==> src/b64e_pkg.sv <==
`timescale 1ns / 1ps

package b64e_pkg;

    localparam logic [7:0] PAD_CHAR    = 8'h3D;
    localparam logic [1:0] LAST_SLOT   = 2'd3;
    localparam logic [1:0] PHASE_EMPTY = 2'd0;
    localparam logic [1:0] PHASE_ONE   = 2'd1;
    localparam logic [1:0] PHASE_TWO   = 2'd2;

    typedef struct packed {
        logic [23:0] word;
        logic [1:0]  n_pad;
        logic        last;
    } t_job;

    function automatic logic [7:0] b64_char(input logic [5:0] v);
        logic [7:0] v8;
        v8 = {2'b00, v};
        if (v < 6'd26) begin
            return 8'h41 + v8;
        end else if (v < 6'd52) begin
            return 8'h61 + (v8 - 8'd26);
        end else if (v < 6'd62) begin
            return 8'h30 + (v8 - 8'd52);
        end else if (v == 6'd62) begin
            return 8'h2B;
        end else begin
            return 8'h2F;
        end
    endfunction

endpackage

==> src/b64e_front.sv <==
`timescale 1ns / 1ps

module b64e_front
    import b64e_pkg::*;
(
    input  logic       i_clk,
    input  logic       i_rst_n,
    input  logic       i_accept,
    input  logic [7:0] i_data_byte,
    input  logic       i_end_of_message,
    output logic       o_job_push,
    output t_job       o_job
);

    logic [1:0]  r_phase, n_phase;
    logic [15:0] r_held, n_held;

    always_comb begin
        n_phase    = r_phase;
        n_held     = r_held;
        o_job_push = 1'b0;
        o_job      = '0;
        if (i_accept) begin
            priority if (r_phase == PHASE_TWO) begin
                o_job_push = 1'b1;
                o_job.word = {r_held, i_data_byte};
                o_job.n_pad = 2'd0;
                o_job.last = i_end_of_message;
                n_phase    = PHASE_EMPTY;
                n_held     = '0;
            end else if (r_phase == PHASE_ONE) begin
                if (i_end_of_message) begin
                    o_job_push  = 1'b1;
                    o_job.word  = {r_held[7:0], i_data_byte, 8'h00};
                    o_job.n_pad = 2'd1;
                    o_job.last  = 1'b1;
                    n_phase     = PHASE_EMPTY;
                    n_held      = '0;
                end else begin
                    n_phase = PHASE_TWO;
                    n_held  = {r_held[7:0], i_data_byte};
                end
            end else begin
                if (i_end_of_message) begin
                    o_job_push  = 1'b1;
                    o_job.word  = {i_data_byte, 16'h0000};
                    o_job.n_pad = 2'd2;
                    o_job.last  = 1'b1;
                    n_phase     = PHASE_EMPTY;
                    n_held      = '0;
                end else begin
                    n_phase = PHASE_ONE;
                    n_held  = {8'h00, i_data_byte};
                end
            end
        end
    end

    always_ff @(posedge i_clk) begin
        if (!i_rst_n) begin
            r_phase <= PHASE_EMPTY;
            r_held  <= '0;
        end else begin
            r_phase <= n_phase;
            r_held  <= n_held;
        end
    end

    a_last_resets_phase: assert property (@(posedge i_clk) disable iff (!i_rst_n)
        i_accept && i_end_of_message |=> r_phase == PHASE_EMPTY)
        else $error("phase not cleared after last byte");

endmodule

==> src/b64e_jobq.sv <==
`timescale 1ns / 1ps

module b64e_jobq
    import b64e_pkg::*;
#(
    parameter int DEPTH = 2
) (
    input  logic i_clk,
    input  logic i_rst_n,
    input  logic i_push,
    input  t_job i_job,
    output logic o_full,
    input  logic i_pop,
    output logic o_valid,
    output t_job o_job
);

    localparam int AW = (DEPTH > 1) ? $clog2(DEPTH) : 1;
    localparam int CW = $clog2(DEPTH + 1);
    localparam logic [AW-1:0] LAST_PTR = AW'(DEPTH - 1);
    localparam logic [CW-1:0] FULL_CNT = CW'(DEPTH);

    t_job            r_mem [DEPTH];
    logic [AW-1:0]   r_wr_ptr, r_rd_ptr;
    logic [CW-1:0]   r_count;
    logic            do_push, do_pop;

    assign o_full  = (r_count == FULL_CNT);
    assign o_valid = (r_count != '0);
    assign o_job   = r_mem[r_rd_ptr];
    assign do_push = i_push && !o_full;
    assign do_pop  = i_pop && o_valid;

    always_ff @(posedge i_clk) begin
        if (do_push) begin
            r_mem[r_wr_ptr] <= i_job;
        end
    end

    always_ff @(posedge i_clk) begin
        if (!i_rst_n) begin
            r_wr_ptr <= '0;
            r_rd_ptr <= '0;
            r_count  <= '0;
        end else begin
            if (do_push) begin
                r_wr_ptr <= (r_wr_ptr == LAST_PTR) ? '0 : r_wr_ptr + 1'b1;
            end
            if (do_pop) begin
                r_rd_ptr <= (r_rd_ptr == LAST_PTR) ? '0 : r_rd_ptr + 1'b1;
            end
            if (do_push && !do_pop) begin
                r_count <= r_count + 1'b1;
            end else if (do_pop && !do_push) begin
                r_count <= r_count - 1'b1;
            end
        end
    end

    a_count_bound: assert property (@(posedge i_clk) disable iff (!i_rst_n)
        r_count <= FULL_CNT)
        else $error("job queue count out of range");

    a_no_overflow: assert property (@(posedge i_clk) disable iff (!i_rst_n)
        !(i_push && o_full))
        else $error("job pushed into full queue");

endmodule

==> src/b64e_back.sv <==
`timescale 1ns / 1ps

module b64e_back
    import b64e_pkg::*;
(
    input  logic       i_clk,
    input  logic       i_rst_n,
    input  logic       i_job_valid,
    input  t_job       i_job,
    output logic       o_job_pop,
    input  logic       i_pop,
    output logic       o_empty,
    output logic [7:0] o_code_char,
    output logic       o_final_char
);

    t_job       r_job;
    logic       r_busy;
    logic [1:0] r_idx;
    logic       r_out_valid;
    logic [7:0] r_out_char;
    logic       r_out_final;

    logic       emit, take, is_pad;
    logic [5:0] sextet;
    logic [7:0] n_char;

    assign emit      = r_busy && (!r_out_valid || i_pop);
    assign take      = i_job_valid && (!r_busy || (emit && r_idx == LAST_SLOT));
    assign o_job_pop = take;
    assign is_pad    = (r_idx > (LAST_SLOT - r_job.n_pad));

    always_comb begin
        unique case (r_idx)
            2'd0:    sextet = r_job.word[23:18];
            2'd1:    sextet = r_job.word[17:12];
            2'd2:    sextet = r_job.word[11:6];
            default: sextet = r_job.word[5:0];
        endcase
        n_char = is_pad ? PAD_CHAR : b64_char(sextet);
    end

    always_ff @(posedge i_clk) begin
        if (take) begin
            r_job <= i_job;
        end
        if (emit) begin
            r_out_char  <= n_char;
            r_out_final <= r_job.last && (r_idx == LAST_SLOT);
        end
    end

    always_ff @(posedge i_clk) begin
        if (!i_rst_n) begin
            r_busy      <= 1'b0;
            r_idx       <= '0;
            r_out_valid <= 1'b0;
        end else begin
            if (take) begin
                r_busy <= 1'b1;
                r_idx  <= '0;
            end else if (emit) begin
                r_idx <= r_idx + 1'b1;
                if (r_idx == LAST_SLOT) begin
                    r_busy <= 1'b0;
                end
            end
            if (emit) begin
                r_out_valid <= 1'b1;
            end else if (i_pop) begin
                r_out_valid <= 1'b0;
            end
        end
    end

    assign o_empty      = !r_out_valid;
    assign o_code_char  = r_out_char;
    assign o_final_char = r_out_final;

    a_final_is_fourth: assert property (@(posedge i_clk) disable iff (!i_rst_n)
        emit && r_idx != LAST_SLOT |=> !r_out_final)
        else $error("final flag on a non-closing character");

endmodule

==> src/base64_stream_encoder_core.sv <==
`timescale 1ns / 1ps
// channel  | handshake          | payload
// ---------+--------------------+----------------------------------------
// input    | push / full        | i_data_byte[7:0], i_end_of_message
// result   | empty / pop        | o_code_char[7:0], o_final_char
//
// Every third byte (or a flagged last byte) forms a group of four characters.
// The output serializer sends one character per cycle while the result
// register is empty or popped; a stalled pop holds it. The first character
// of a group passes through the job queue, the serializer's job register
// and the result register before it reaches the result ports. Reset is
// synchronous. full follows only the job queue between the byte packer and
// the serializer; a stalled pop backs up into it.

module base64_stream_encoder_core
    import b64e_pkg::*;
#(
    parameter int JOB_DEPTH = 2
) (
    input  logic       i_clk,
    input  logic       i_rst_n,
    input  logic       push,
    output logic       full,
    input  logic [7:0] i_data_byte,
    input  logic       i_end_of_message,
    output logic       empty,
    input  logic       pop,
    output logic [7:0] o_code_char,
    output logic       o_final_char
);

    logic accept;
    logic f_push, q_valid, q_pop;
    t_job f_job, q_job;

    assign accept = push && !full;

    b64e_front u_front (
        .i_clk            (i_clk),
        .i_rst_n          (i_rst_n),
        .i_accept         (accept),
        .i_data_byte      (i_data_byte),
        .i_end_of_message (i_end_of_message),
        .o_job_push       (f_push),
        .o_job            (f_job)
    );

    b64e_jobq #(
        .DEPTH (JOB_DEPTH)
    ) u_jobq (
        .i_clk   (i_clk),
        .i_rst_n (i_rst_n),
        .i_push  (f_push),
        .i_job   (f_job),
        .o_full  (full),
        .i_pop   (q_pop),
        .o_valid (q_valid),
        .o_job   (q_job)
    );

    b64e_back u_back (
        .i_clk        (i_clk),
        .i_rst_n      (i_rst_n),
        .i_job_valid  (q_valid),
        .i_job        (q_job),
        .o_job_pop    (q_pop),
        .i_pop        (pop),
        .o_empty      (empty),
        .o_code_char  (o_code_char),
        .o_final_char (o_final_char)
    );

endmodule
==> config.mk <==
export PLATFORM = sky130hd
export DESIGN_NAME = base64_stream_encoder_core
export DESIGN_NICKNAME = d
export VERILOG_FILES = /design/src/b64e_pkg.sv /design/src/b64e_front.sv /design/src/b64e_jobq.sv /design/src/b64e_back.sv /design/src/base64_stream_encoder_core.sv
export SDC_FILE = /design/constraint.sdc
export NUM_CORES = 1
export LEC_CHECK = 0
export ABC_AREA = 0
export BUFFER_PORTS_ARGS = -buffer_cell sky130_fd_sc_hd__clkbuf_2
export CORE_MARGIN = 2
export CORE_UTILIZATION = 61
export CTS_BUF_LIST = sky130_fd_sc_hd__clkbuf_8 sky130_fd_sc_hd__clkbuf_16
export CTS_CLUSTER_SIZE = 40
export DETAILED_ROUTE_END_ITERATION = 6
export PLACE_DENSITY = 0.79
export SYNTH_ARGS = -nofsm -noshare
export SYNTH_HDL_FRONTEND = slang
export SYNTH_SLANG_ARGS = --single-unit
==> constraint.sdc <==
create_clock -name i_clk -period 3.05 [get_ports i_clk]
set_input_delay 0.61 -clock i_clk [delete_from_list [all_inputs] [get_ports i_clk]]
set_output_delay 0.61 -clock i_clk [all_outputs]
set_load 0.05 [all_outputs]
==> metrics, run 1 <==
status finished, final reports clean; Slew HR 29.3%; CTS Sinks 116; Synth Flop Type edfxtp_1; initial DRC count 235; reg-to-reg endpoint u_back.o_code_char[4]; WHS 0.447 ns; GP Congestion 0.911; Reg2Reg Depth 11; number of synthesized flops with an enable pin 90; GRT Total Usage 24.7%; Cell variety after synth 53; RSZ-0062 raised after global routing no; largest net degree at the start of global routing 30; Setup Buffers After CTS 0; die height 97.9 µm; min-delay src i_data_byte[5]; diodes inserted 0; # setup viols final 0; Int Pwr 3.99 mW; Total Neg Setup Slack 0 ns; leakage power 2.27 nW; Critical Path End Type flip-flop; worst clock skew 0.00778 ns; #FFs+latches synth 116; Max Slew Vio Count 0; row count 34; Syn-to-layout area delta 15.2%; initial antenna violation count 0; Tcrit/Tclk final 91.9%; Starting Density 62.2%; R2R setup slack 0.25 ns; I/O pin cnt 24; DR DRC count 0; worst slew pin tran 1.05 ns; Post-DP HPWL 7.34 mm; vias 3577; top cells by area, synth edfxtp_1 50%, dfxtp_1 9.7%, mux2_2 6.7%; Min-Delay Endpoint u_front.r_held[5]; CTS tree done; Max-Cap Viols 0; Floorplan Core Area 8640 µm²; hold-critical path depth 3; top-count cell post-synth edfxtp_1; DRT Pass-1 Iters 5; Yosys top cell by area edfxtp_1; number of global-route vias before repair 3633; share of total power in the clock network 27.8%; Worst-Skew Late Latency 0.50 ns; Cells after Synth 430; Seq pwr share 36.2%; Fmax 0.357 GHz; synth cell count leaders 90 x edfxtp_1, 32 x mux2_2, 26 x dfxtp_1; Worst setup SP type flip-flop; H-tree Lvls 4; FILL cells 553; GRT Residual Overflow 0; Worst EP required 3.29 ns; final hold viol count 0; HP Class in -> reg; die width 97.9 µm; Final Critical Period 2.80 ns; sequential area share after synthesis 60.0%; # resized after CTS 0; crit path DAT 3.04 ns; Final nets 491; Async SR Flop Fraction 0%; Syn Nets 456; Yosys warning total 0; first-pass GRT wire length 18.3 mm; CTS Buf Count 17; PortBufs 23; Clock transition at path regs 0.06 ns; aggregate routed wire length 11.0 mm; PD cells 1020 nW/µm²; Mapped Avg Cell Area 12.5 µm²; Synth top area share 50.3%; Die ar. 9570 µm²; worst r2r src u_back.r_idx[0]; sw frac 36.4%; # hold bufs at CTS 0; Crit Path Category reg -> reg; combinational power share 36.0%; Peak VDD IR 0.658 mV; CP Max Fanout 6; Switch Pwr 2.29 mW; CTS Buffer Depth 2; share of layout cells above drive strength 1 23.2%; DRT antenna net count 0; Avg WL per Cell 18.8 µm; Clock Tree Root clkbuf_8; area of the mapped netlist 5370 µm²; vias per cell 6.10
worst max-delay path, stage by stage (launching register included):
cell      delay, ns
dfxtp_1        0.39
inv_1          0.13
ha_1           0.30
a22oi_1        0.27
nand2_1        0.10
nand2_1        0.18
ha_2           0.33
nand2b_1       0.22
nor2_2         0.18
o21ai_0        0.10
a21boi_0       0.22
o311ai_1       0.13
sequential cells by signal, indices dropped and copies added, names as in the netlist:
register and cells:
u_jobq.r_wr_ptr 1, u_back.o_final_char 1, u_front.r_held 16, u_back.r_job 27
u_front.r_phase 2, u_jobq.r_count 2, u_back.o_code_char 8, u_back.r_out_valid 1
u_back.r_idx 2, u_back.r_busy 1, u_jobq.r_rd_ptr 1, u_jobq.r_mem 54
placed cells by master (no fill, tap or decap), types with 5 or more instances in the layout:
cell,synthesis,final
nor2_1,23,21
buf_4,0,12
nor3_1,11,11
nand2_1,18,18
a22o_1,16,16
inv_1,18,19
and3_1,8,8
nand2b_1,6,6
a22oi_1,24,24
a31oi_1,5,5
edfxtp_1,90,90
dfxtp_1,26,26
and2_1,7,7
nor2b_1,23,23
nand3_1,8,8
clkbuf_2,0,23
mux2_2,32,32
o21ai_0,10,10
xnor2_1,5,5
ha_1,13,12
a21oi_1,19,19
clkbuf_16,0,16
clkinv_2,0,7
cell families after synthesis:
group,count (synthesis),synth area share (%)
compound gates,106,14.1
xor+xnor,7,1.14
fa+ha+maj,13,3.03
buf+inv,38,2.70
flops,116,60.0
mux,39,8.27
simple gates,111,10.7
layer usage:
metal / vias up / global-route usage, % / share of wire (%)
li1: 1702 / - / -
met1: 1709 / 30.3 / 41
met2: 139 / 42.3 / 50
met3: 27 / 5.51 / 5.7
met4: 0 / 10.8 / 2.9
met5: - / 0 / 0
cell type report:
type                            count  area (µm²)  share of cell area [%]
Sequential cell                   116        3220                    52.1
Tap cell                          108         135                    2.18
Multi-Input combinational cell    276        2020                    32.7
Inverter                           19        71.3                    1.15
Timing Repair Buffer               35         205                    3.32
Clock buffer                       17         414                    6.69
Clock inverter                     15         118                    1.90
metrics by stage:
stage / setup slack, ns / total power [mW] / cell area (µm²) / cells / util [%]
4_1_cts: 0.280 / 6.27 / 6170 / 586 / 71.5
3_5_place_dp: 0.313 / 4.50 / 5640 / 554 / 65.3
6_report: 0.246 / 6.28 / 6190 / 586 / 71.6
3_3_place_gp: 0.379 / 4.48 / 5640 / 554 / 65.3
2_1_floorplan: 0.374 / 3.92 / 5370 / 430 / -
5_1_grt: 0.0142 / 6.61 / 6190 / 586 / 71.6
power by group through the flow:
stage	clock network, mW	logic [mW]	registers, mW
after CTS	1.76	2.23	2.28
after global placement	0	2.18	2.30
after detailed placement	0	2.20	2.30
after global routing	1.83	2.48	2.30
after floorplan	0	1.48	2.45
final	1.74	2.26	2.28
worst max-delay path by stage:
stage / startpoint / to / slack (ns) / cells after the start
finish: u_back.r_idx[0] / u_back.o_code_char[4] / 0.25 / 11
global route: u_back.r_idx[0] / u_back.o_code_char[4] / 0.01 / 12
CTS: u_back.r_idx[0] / u_back.o_code_char[4] / 0.28 / 11
detailed placement: u_back.r_idx[0] / u_back.o_code_char[4] / 0.31 / 11
global placement: u_back.r_idx[0] / u_back.o_code_char[4] / 0.38 / 11
floorplan: push / u_jobq.r_mem[0][0] / 0.37 / 4
No activity file was read; power rests on OpenSTA's default activity.
==> inputs of run 2 (changes only) <==
--- a/config.mk
+++ b/config.mk
@@ -7,12 +7,15 @@
 export LEC_CHECK = 0
 export ABC_AREA = 0
 export BUFFER_PORTS_ARGS = -buffer_cell sky130_fd_sc_hd__clkbuf_2
+export CELL_PAD_IN_SITES_DETAIL_PLACEMENT = 1
+export CELL_PAD_IN_SITES_GLOBAL_PLACEMENT = 2
+export CORE_ASPECT_RATIO = 1.75
 export CORE_MARGIN = 2
-export CORE_UTILIZATION = 61
+export CORE_UTILIZATION = 43
 export CTS_BUF_LIST = sky130_fd_sc_hd__clkbuf_8 sky130_fd_sc_hd__clkbuf_16
 export CTS_CLUSTER_SIZE = 40
 export DETAILED_ROUTE_END_ITERATION = 6
-export PLACE_DENSITY = 0.79
+export PLACE_DENSITY_LB_ADDON = 0.1
 export SYNTH_ARGS = -nofsm -noshare
 export SYNTH_HDL_FRONTEND = slang
 export SYNTH_SLANG_ARGS = --single-unit
==> run 2 against run 1 <==
  * Worst hold slack gained 0.046 ns
  * Routed wire length is 21% higher
  * Setup slack got worse by 0.029 ns
  * Utilization shrank 20 points
  * Power increased by 7.3%
  * Non-clock buffer count grew 7
  * Sequential power hardly changed
  * Sequential cell count stayed put
  * Largest cell class unchanged
==> metrics, run 2 (synthesis results as in run 1) <==
number of global-route vias before repair 4051 (+12%); initial DRC count 210 (-11%); H-tree Lvls 4 (unchanged); most frequent cells in the layout 90 x edfxtp_1, 32 x mux2_2, 26 x dfxtp_1, 24 x a22oi_1, 23 x clkbuf_2; Buf/Inv on CP 1 (unchanged); Slew HR 28.2% (-1.1 points); FILL cells 1270 (+130%); DR DRC count 0 (unchanged); DRT antenna net count 0 (unchanged); Critical Path End Type flip-flop; min-delay src u_back.r_busy; Fmax 0.353 GHz (-1.0%); commonest non-fill, non-tap cell in the layout edfxtp_1; GR met3 Demand/Resource 4.83% (-0.68 points); Floorplan Core Area 12400 µm² (+43%); Setup Buffers After CTS 0 (unchanged); first-pass GRT wire length 21.3 mm (+16%); met2 usage 40.6% (-1.7 points); RSZ-0062 raised after global routing no; diodes inserted 0 (unchanged); Tcrit/Tclk final 92.9% (+0.95 points); worst r2r src u_back.r_idx[0]; largest net degree at the start of global routing 30 (unchanged); Max-Cap Viols 0 (unchanged); vias 3600 (+0.64%); Peak VDD IR 0.440 mV (-33%); worst-path cell chain inv_1 > ha_1 > a22oi_1 > nand2_1 > nand2_1 > ha_1 > nor2b_2 > nand3_1 > o211ai_1 > o2111ai_1 > a21oi_1 > o311ai_1; Worst setup SP type flip-flop; CP max-delay cell dfxtp_1; Avg WL per Cell 20.3 µm (+8.4%); Most Used Layer, Global Route met2; Post-DP HPWL 9.90 mm (+35%); I/O pin cnt 24 (unchanged); worst clock skew 0.0108 ns (+0.00307 ns); Total Neg Setup Slack 0 ns (unchanged); final hold viol count 0 (unchanged); Crit Path Category reg -> reg; PortBufs 23 (unchanged); Final nets 498 (+1.4%); Core Util, Final 51.6% (-20 points); share of layout cells above drive strength 1 23.5% (+0.28 points); die width 88.5 µm (-9.6%); vias per cell 5.51 (-9.7%); Final Critical Period 2.83 ns (+0.0291 ns); initial antenna violation count 0 (unchanged); CTS Sinks 116 (unchanged); HP Class reg -> reg; crit path DAT 2.97 ns (-0.07 ns); Most flops, register u_jobq.r_mem; Max Slew Vio Count 0 (unchanged); cell family with most CP delay compound AO/OA/AOI/OAI gates; CTS tree done; Syn-to-layout area delta 18.8%; GRT Total Usage 21.4% (-3.3 points); CP Max Fanout 6 (unchanged); max reg flops 54 (unchanged); worst slew pin tran 1.07 ns (+0.0168 ns); CP Launch Point u_back.r_idx[0]; die height 152 µm (+55%); Starting Density 43.5% (-19 points); leakage power 2.35 nW (+3.6%); Top Registers u_jobq.r_mem x54, u_back.r_job x27, u_front.r_held x16; Worst-Skew Late Latency 0.41 ns (-0.09 ns); Worst EP required 3.19 ns (-0.10 ns); row count 54 (+59%); Clock transition at path regs 0.06 ns (about the same); # setup viols final 0 (unchanged); GRT Residual Overflow 0 (unchanged); CTS Buf Count 17 (unchanged); Clock Tree Root clkbuf_16; CTS Buffer Depth 2 (unchanged); PD cells 1060 nW/µm² (+4.0%); status finished, final reports clean; final setup margin 0.217 ns (-0.0291 ns); Die ar. 13400 µm² (+40%); DP Worst Slack 0.154 ns (-0.159 ns); Crit path largest cell delay 0.38 ns (about the same); met1 Use GR 20.2% (-10 points); DRT Pass-1 Iters 4 (-1); GP Congestion 0.901 (-1.0%); aggregate routed wire length 13.3 mm (+21%)
-- run 2: cell types whose count changed in the layout (fill, tap and decap cells not counted), sizes merged --
cell,before,now
buf,12,19
bufinv,1,4
clkinv,9,6
clkinvlp,3,1
clkbuf,40,41
inv,21,22
-- run 2: cell type report --
cell class	count	area, µm²	area share [%]
Tap cell	168	210	3.29
Clock buffer	18	439	6.88
Inverter	19	71.3	1.12
Clock inverter	14	170	2.67
Timing Repair Buffer	42	258	4.04
Sequential cell	116	3220	50.5
Multi-Input combinational cell	276	2010	31.5
-- run 2: layer usage --
layer,routed length [µm],vias to the layer above
li1,-,1721
met1,4640,1789
met2,7900,56
met3,278,34
met4,465,0
met5,0,-
-- run 2: where the power goes --
group | internal [mW] | switching [mW]
logic | 0.837 | 1.58
registers | 2.13 | 0.151
clock network | 1.37 | 0.669
-- run 2: repair_timing --
item,4_1_cts,5_1_grt
hold buffers,0,0
hold endpoints to repair,0,0
resized for setup,0,2
setup endpoints to repair,0,1
-- run 2: worst register-to-register path, cell delays in order (launching register included) --
cell       delay [ns]
dfxtp_1          0.38
inv_1            0.12
ha_1             0.30
a22oi_1          0.27
nand2_1          0.12
nand2_1          0.18
ha_1             0.30
nor2b_2          0.22
nand3_1          0.10
o211ai_1         0.15
o2111ai_1        0.16
a21oi_1          0.17
o311ai_1         0.10
-- run 2: per-stage QoR --
stage	cells	hold WS, ns	power, mW	cell area [µm²]
global route	653	0.546	7.10	6380
detailed placement	621	0.493	4.74	5770
CTS	653	0.498	6.80	6380
floorplan	430	0.456	3.92	5370
global placement	621	0.471	4.68	5770
finish	653	0.493	6.74	6380
-- run 2: worst paths after layout --
check	end	slack [ns]	cells after the start
worst max register to register	u_back.o_code_char[4]	0.22	12
worst min register to register	u_back.r_out_valid	0.49	2
worst min-delay path	u_back.r_out_valid	0.49	2
worst max-delay path	u_back.o_code_char[4]	0.22	12
==> inputs of run 3 (changes only) <==
--- a/config.mk
+++ b/config.mk
@@ -9,7 +9,6 @@
 export BUFFER_PORTS_ARGS = -buffer_cell sky130_fd_sc_hd__clkbuf_2
 export CELL_PAD_IN_SITES_DETAIL_PLACEMENT = 1
 export CELL_PAD_IN_SITES_GLOBAL_PLACEMENT = 2
-export CORE_ASPECT_RATIO = 1.75
 export CORE_MARGIN = 2
 export CORE_UTILIZATION = 43
 export CTS_BUF_LIST = sky130_fd_sc_hd__clkbuf_8 sky130_fd_sc_hd__clkbuf_16
==> run 3 against run 2 <==
  * Register-to-register slack gained 0.06 ns
  * Count of clock-buffer cells in the layout down 1
  * Global-route usage decreased by 1.1 points
  * Routed wire length is 7.5% lower
  * First-iteration DRC count up 15%
  * Clock skew shrank 0.0018 ns
  * Fmax increased by 2.3%
  * Utilization is 0.93 points higher
  * Critical path type unchanged
  * Highest routed layer unchanged
==> metrics, run 3 (synthesis results as in run 1) <==
CP max-delay cell a31oi_1; diodes inserted 0 (unchanged); # resized after CTS 0 (unchanged); Peak VDD IR 0.484 mV (+10%); number of global-route vias before repair 3669 (-9.4%); design area 6370 µm² (-0.27%); aggregate routed wire length 12.3 mm (-7.5%); GP Congestion 0.841 (-6.7%); most frequent cells in the layout 90 x edfxtp_1, 32 x mux2_2, 26 x dfxtp_1, 24 x a22oi_1; worst slew pin tran 1.01 ns (-0.0573 ns); die width 116 µm (+31%); final hold viol count 0 (unchanged); max reg flops 54 (unchanged); worst clock skew 0.00906 ns (-0.00178 ns); CP Launch Point u_back.r_idx[0]; Setup Buffers After CTS 0 (unchanged); leakage power 2.33 nW (-0.83%); Final Critical Period 2.77 ns (-0.0627 ns); Syn-to-layout area delta 18.5%; Post-DP HPWL 8.76 mm (-11%); Worst-Skew Late Latency 0.40 ns (about the same); Most flops, register u_jobq.r_mem; DP Cell Count 618 (-0.48%); row count 40 (-26%); GRT Total Usage 20.3% (-1.1 points); worst-path cell chain inv_1 > ha_1 > a22oi_1 > a21oi_2 > inv_1 > ha_1 > nor3_1 > nor3_1 > a31oi_1 > or2_0 > a31oi_1; CTS tree done; Clock transition at path regs 0.05 ns (about the same); placed cell area 5750 µm² (-0.39%); Max Slew Vio Count 0 (unchanged); CTS Buf Count 17 (unchanged); first-pass GRT wire length 20.2 mm (-5.3%); Tcrit/Tclk final 90.8% (-2.1 points); CTS Buffer Depth 2 (unchanged); initial DRC count 241 (+15%); initial antenna violation count 0 (unchanged); # hold bufs at CTS 0 (unchanged); PortBufs 23 (unchanged); die height 116 µm (-24%); # setup viols final 0 (unchanged); RSZ-0062 raised after global routing no; final std cells w/o fill 649 (-0.61%); Worst EP required 3.20 ns (about the same); Starting Density 44.4% (+0.91 points); Crit Path Category reg -> reg; Critical Path End Type flip-flop; Top Registers u_jobq.r_mem x54, u_back.r_job x27, u_front.r_held x16; Floorplan Core Area 12100 µm² (-2.0%); Fmax 0.361 GHz (+2.3%); CP Max Fanout 10 (+4); Critical Path Stages 11 (-1); H-tree Lvls 4 (unchanged); end point of the critical path u_back.o_code_char[1]; CTS Sinks 116 (unchanged); Crit path largest cell delay 0.43 ns (+0.05 ns); crit path DAT 2.92 ns (-0.05 ns); Worst setup SP type flip-flop; FILL cells 1291 (+1.7%); Avg WL per Cell 18.9 µm (-6.9%); status finished, final reports clean; DRT antenna net count 0 (unchanged); Clock Tree Root clkbuf_16; R2R setup slack 0.28 ns (+0.06 ns); HP Class reg -> reg; worst r2r src u_back.r_idx[0]; share of layout cells above drive strength 1 22.5% (-1.1 points); commonest non-fill, non-tap cell in the layout edfxtp_1; Final nets 495 (-0.60%); Reg2Reg Depth 11 (-1); Slew HR 32.1% (+3.8 points); Max-Cap Viols 0 (unchanged); largest net degree at the start of global routing 29 (-3.3%); Buf/Inv on CP 2 (+1); Total Neg Setup Slack 0 ns (unchanged); GRT Residual Overflow 0 (unchanged); PD cells 1040 nW/µm² (-0.99%); DR DRC count 0 (unchanged); vias per cell 5.48 (-0.61%); vias 3556 (-1.2%); I/O pin cnt 24 (unchanged); DRT Pass-1 Iters 5 (+1); reg-to-reg endpoint u_back.o_code_char[1]; Die ar. 13400 µm² (-0.26%); cell family with most CP delay compound AO/OA/AOI/OAI gates
==> run 3: per-stage QoR <==
step                      hold slack, ns  util (%)  setup slack (ns)  power, mW
after floorplan                    0.456         -             0.374       3.92
after global placement             0.467      47.4             0.377       4.58
after detailed placement           0.486      47.4             0.300       4.61
after CTS                          0.494      52.6             0.293       6.71
after global routing               0.537      52.6            0.0214       7.04
final                              0.488      52.6             0.279       6.65
==> run 3: worst min-delay path by stage <==
stage                             start                 end  slack (ns)  cells past startpoint
after global routing      u_back.r_busy  u_back.r_out_valid        0.54                      2
after global placement    u_back.r_busy  u_back.r_out_valid        0.47                      2
after floorplan           u_back.r_busy  u_back.r_out_valid        0.46                      2
final                     u_back.r_busy  u_back.r_out_valid        0.49                      2
after detailed placement  u_back.r_busy  u_back.r_out_valid        0.49                      2
after CTS                 u_back.r_busy  u_back.r_out_valid        0.49                      2
==> run 3: worst min-delay path, stage by stage, from the launching register on <==
cell,delay (ns)
dfxtp_1,0.31
inv_1,0.06
a21boi_0,0.07
==> run 3: area by class of cell <==
class	count	area, µm²	share of cell area [%]
flip-flops and latches	116	3220	50.6
well taps	168	210	3.30
repair buffers	39	235	3.69
clock buffers	17	425	6.68
inverters	19	71.3	1.12
multi-input cells	276	2010	31.5
clock inverters	14	194	3.05
==> run 3: layer usage <==
| metal | vias up | part of all wire [%] | global-route usage, % |
|---|---|---|---|
| li1 | 1710 | - | - |
| met3 | 12 | 2.8 | 5.33 |
| met2 | 57 | 50 | 32.7 |
| met5 | - | 0 | 0 |
| met1 | 1777 | 45 | 26.4 |
| met4 | 0 | 1.5 | 7.78 |
==> run 3: where the power goes <==
group / switching [mW] / internal (mW) / total (mW)
logic: 1.49 / 0.800 / 2.29
clock network: 0.651 / 1.42 / 2.07
registers: 0.152 / 2.13 / 2.28
total: 2.29 / 4.36 / 6.65
